## src/rtl/sgm_isqrt.sv

```systemverilog
// Multi-cycle integer square root, one result bit per cycle, saturating
module sgm_isqrt (
   input  logic        clock,
   input  logic        reset,
   input  logic        start,
   input  logic [16:0] sum,
   output logic        done,
   output logic [7:0]  root
);
   logic [16:0] s_ff;
   logic [7:0]  r_ff, bit_ff;
   logic        busy_ff;
   logic [7:0]  t;
   logic [15:0] tsq;
   assign t   = r_ff | bit_ff;
   assign tsq = t * t;
   assign done = busy_ff && bit_ff == 8'd1;
   assign root = (s_ff[16]) ? 8'hFF : ((tsq <= s_ff[15:0]) ? t : r_ff);
   always_ff @(posedge clock) begin
      if (reset) begin
         busy_ff <= 1'b0;
      end else if (start) begin
         busy_ff <= 1'b1;
      end else if (done) begin
         busy_ff <= 1'b0;
      end
      if (start) begin
         s_ff <= sum; r_ff <= '0; bit_ff <= 8'h80;
      end else if (busy_ff) begin
         if (tsq <= s_ff[15:0]) r_ff <= t;
         bit_ff <= bit_ff >> 1;
      end
   end
endmodule

```

## config.mk

```make
export PLATFORM = sky130hd
export DESIGN_NAME = sgm_isqrt
export DESIGN_NICKNAME = d
export VERILOG_FILES = /design/src/rtl/sgm_isqrt.sv
export SDC_FILE = /design/constraint.sdc
export NUM_CORES = 1
export LEC_CHECK = 0
export BUFFER_PORTS_ARGS = -buffer_cell sky130_fd_sc_hd__buf_2
export CAP_MARGIN = 40
export CORE_UTILIZATION = 37
export CTS_CLUSTER_DIAMETER = 60
export DETAILED_ROUTE_END_ITERATION = 8
export HOLD_SLACK_MARGIN = 0.12
export PLACE_DENSITY = 0.63
export SETUP_SLACK_MARGIN = 0.15
export SKIP_LAST_GASP = 1
export SLEW_MARGIN = 20
export SYNTH_ARGS = -nofsm -noshare
export SYNTH_HDL_FRONTEND = slang
export SYNTH_SLANG_ARGS = --single-unit
```

## constraint.sdc

```tcl
create_clock -name clock -period 16.1 [get_ports clock]
set_input_delay 0 -clock clock [delete_from_list [all_inputs] [get_ports clock]]
set_output_delay 0 -clock clock [all_outputs]
set_load 0.05 [all_outputs]
```

==> qor.yml <==
grt:
  overflow: 0
  grt_first_pass_wirelength_um: 11230
  met1_usage: 0.2183
  antenna_found_initial: 0
  use_met3: 0.01356
  grt_max_degree: 36
  use_met2: 0.2708
  groute.usage.overall: 0.1609
  grt_pass1_vias: 2442
  gr-max-usage-layer: "met2"
finish:
  multi_input_area_um2: 2053
  antenna_cells: 0
  fillers: 814
  seq_area_um2: 850.8
  fin_nets: 493
  layout-drive-gt1-share: 0.1059
  area_delta_synth_final_pct: 16.70
min_path:
  hold_start: "start"
  holdPathStages: 2
  hold_path.class: "primary input to flop"
  holdPathEnd: "bit_ff[6]"
worst_setup_path:
  required_ns: 16.10
  rr_worst_depth: 21
  reg2reg_to: "r_ff[1]"
  r2r-start: "bit_ff[5]"
  critical_path.max_fanout: 8
  end_kind: "output port"
  cp_cell_sequence: "nor2_1 -> inv_1 -> nand2_1 -> inv_1 -> fa_1 -> fa_1 -> inv_1 -> fa_1 -> fa_1 -> inv_1 -> ha_1 -> nand3_1 -> o21bai_1 -> a31o_1 -> a221o_1 -> xnor2_1 -> ha_1 -> nand4_1 -> nor4_1 -> nor2_1 -> o21ai_2 -> a2bb2oi_1 -> buf_2"
  critPathMaxStageDelay_ns: 0.55
  cp_slowest_cell: "fa_1"
  startpoint_type: "flop"
  critical_path_class: "flop to output port"
  r2r_setup_slack_ns: 9.97
  arrival_ns: 6.59
yosys:
  synth_top_area_share: 0.1678
  synthesis.nets: 443
  syn_inst: 355
  yosysMostFrequentCell: "inv_1"
  synth.avg_cell_area_um2: 9.033
  yosysSeqAreaShare: 0.2653
  synth.area.top_cells: "ha_1 17%, edfxtp_1 16%, fa_1 16%"
  post-synth-top-area-cell: "ha_1"
  ys.flop_type: "edfxtp_1"
  ys_types: 40
  synth_edf_count: 17
  synth_area_um2: 3207
  synth-seq-cells: 34
  async_flop_share: 0
  synthTopCellsByCount: "75 x inv_1, 48 x nor2_1, 43 x ha_1"
  ys_warn_count: 0
clock_tree:
  clk_pin_slew_worst_paths_ns: 0.07
  numCtsBuffers: 5
  cts_max_level: 2
  clockBufferDepth: 2
  hold_buffers: 18
  root_buffer: "clkbuf_8"
  clock_latency_ns: 0.29
  postCtsSetupRepairBufs: 0
  clkSinkCount: 34
  cts_tree: "built"
  post_cts_resized: 0
timing:
  setup_viol: 0
  rsz0062_at_grt: "no"
  fin_setup_tns_ns: 0
  slew_headroom: 0.5531
  max_freq_ghz: 0.1516
  slew_viol_final: 0
  finalCriticalPeriod_ns: 6.595
  finalClockSkew_ns: 0.01193
  fin_crit_sh: 0.4096
  hold_viol_final: 0
  tightestPinTransition_ns: 0.6703
floorplanning:
  rows: 33
  die_h_um: 95.10
  io_pins: 29
  start_util: 0.3864
  fp.dieArea_um2: 9043
  core_um2: 8299
  fp.dieW_um: 95.10
detailed_routing:
  drc: 0
  wire_per_inst_um: 12.94
  dr.pass1.iters: 4
  vias: 2529
  ant_nets: 0
  drtIter0Drc: 85
  wirelength_um: 6612
  vias_per_cell: 4.949
pwr:
  power.share.switching: 0.3092
  p_int_uw: 148.7
  p_comb_frac: 0.253
  seqPwrFrac: 0.460
  p_switching_uw: 66.56
  p_leak_uw: 0.001864
  power_uw: 215.3
  p_per_area_nw_per_um2: 57.53
  clkPwrFrac: 0.288
  ir_drop_mv: 0.06210
placed_design:
  hpwl_um: 5250
  gp_congestion: 0.8655
  portBuffers: 28
run_status:
  status: "finished, final reports clean"
job:
  drv_cap: 0
[through the flow]
step	std cells	cell area [µm²]	util	hold WS, ns	setup WS [ns]
global route	511	3742	0.4509	0.2749	9.081
floorplan	355	3207	-	0.07238	10.03
CTS	511	3742	0.4509	0.2273	9.496
global placement	485	3472	0.4184	0.1586	9.928
detailed placement	485	3472	0.4184	0.1597	9.838
finish	511	3742	0.4509	0.2351	9.505
[flip-flops by register name, indices dropped and copies added, names as in the netlist]
register / flops
s_ff: 17
r_ff: 8
busy_ff: 1
bit_ff: 8
[worst max-delay path: cells and delay by family (launching register included)]
kind | cells | cell delay, ns
AOI/OAI and AO/OA | 5 | 1.18
xor gates and xnor gates | 1 | 0.14
and+or+nand+nor | 6 | 1.27
adders and majority gates | 6 | 2.67
DFF | 1 | 0.35
buffers and inverters | 5 | 0.69
[how the worst max path moves through the flow]
stage                         start      end  slack [ns]
after floorplan           bit_ff[5]  root[0]       10.03
after global placement    bit_ff[5]  root[7]        9.93
after detailed placement  bit_ff[5]  root[7]        9.84
after CTS                 bit_ff[5]  root[7]        9.50
after global routing      bit_ff[5]  root[0]        9.08
final                     bit_ff[5]  root[7]        9.51
[power by group through the flow]
| stage | combinational, µW | clock (µW) | sequential (µW) |
|---|---|---|---|
| floorplan | 39.2 | 0 | 99.5 |
| global placement | 50.4 | 0 | 101 |
| detailed placement | 50.9 | 0 | 101 |
| CTS | 54.5 | 64.0 | 98.9 |
| global route | 60.7 | 66.9 | 99.4 |
| finish | 54.4 | 62.0 | 99.0 |
[cell type report]
| cell class | count | share of cell area |
|---|---|---|
| multi-input combinational | 241 | 0.5486 |
| sequential | 34 | 0.2273 |
| timing repair buffer | 48 | 0.08960 |
| inverter | 75 | 0.07523 |
| tap | 105 | 0.03511 |
| clock buffer | 6 | 0.02039 |
| clock inverter | 2 | 0.003678 |
[cell usage in the layout (no fill, tap or decap), drive strengths merged, types with 14 or more instances in the layout]
| cell type | Yosys | final |
|---|---|---|
| fa | 25 | 25 |
| nand2 | 19 | 19 |
| inv | 75 | 75 |
| nor2 | 48 | 48 |
| dlygate4sd3 | 0 | 18 |
| dfxtp | 17 | 17 |
| ha | 43 | 43 |
| buf | 2 | 30 |
| edfxtp | 17 | 17 |
| a21oi | 14 | 14 |
[layer usage]
| metal | part of all wire | vias to the layer above | wire (µm) |
|---|---|---|---|
| met4 | 0.015 | 0 | 100 |
| met5 | 0 | - | 0 |
| li1 | - | 1270 | - |
| met2 | 0.48 | 54 | 3190 |
| met1 | 0.48 | 1195 | 3141 |
| met3 | 0.027 | 10 | 179 |
[cell families (layout without fill, tap and decap cells)]
family,Yosys count,in the layout,synth area share
other,2,2,0.002342
XOR/XNOR,15,15,0.04097
buffers and inverters,80,131,0.09442
multiplexers,7,7,0.02185
flip-flops,34,34,0.2653
AO/OA/AOI/OAI,60,60,0.1280
adder cells (fa/ha/maj),68,68,0.3238
AND/OR/NAND/NOR,89,89,0.1233
(Power assumes the default switching activity.)
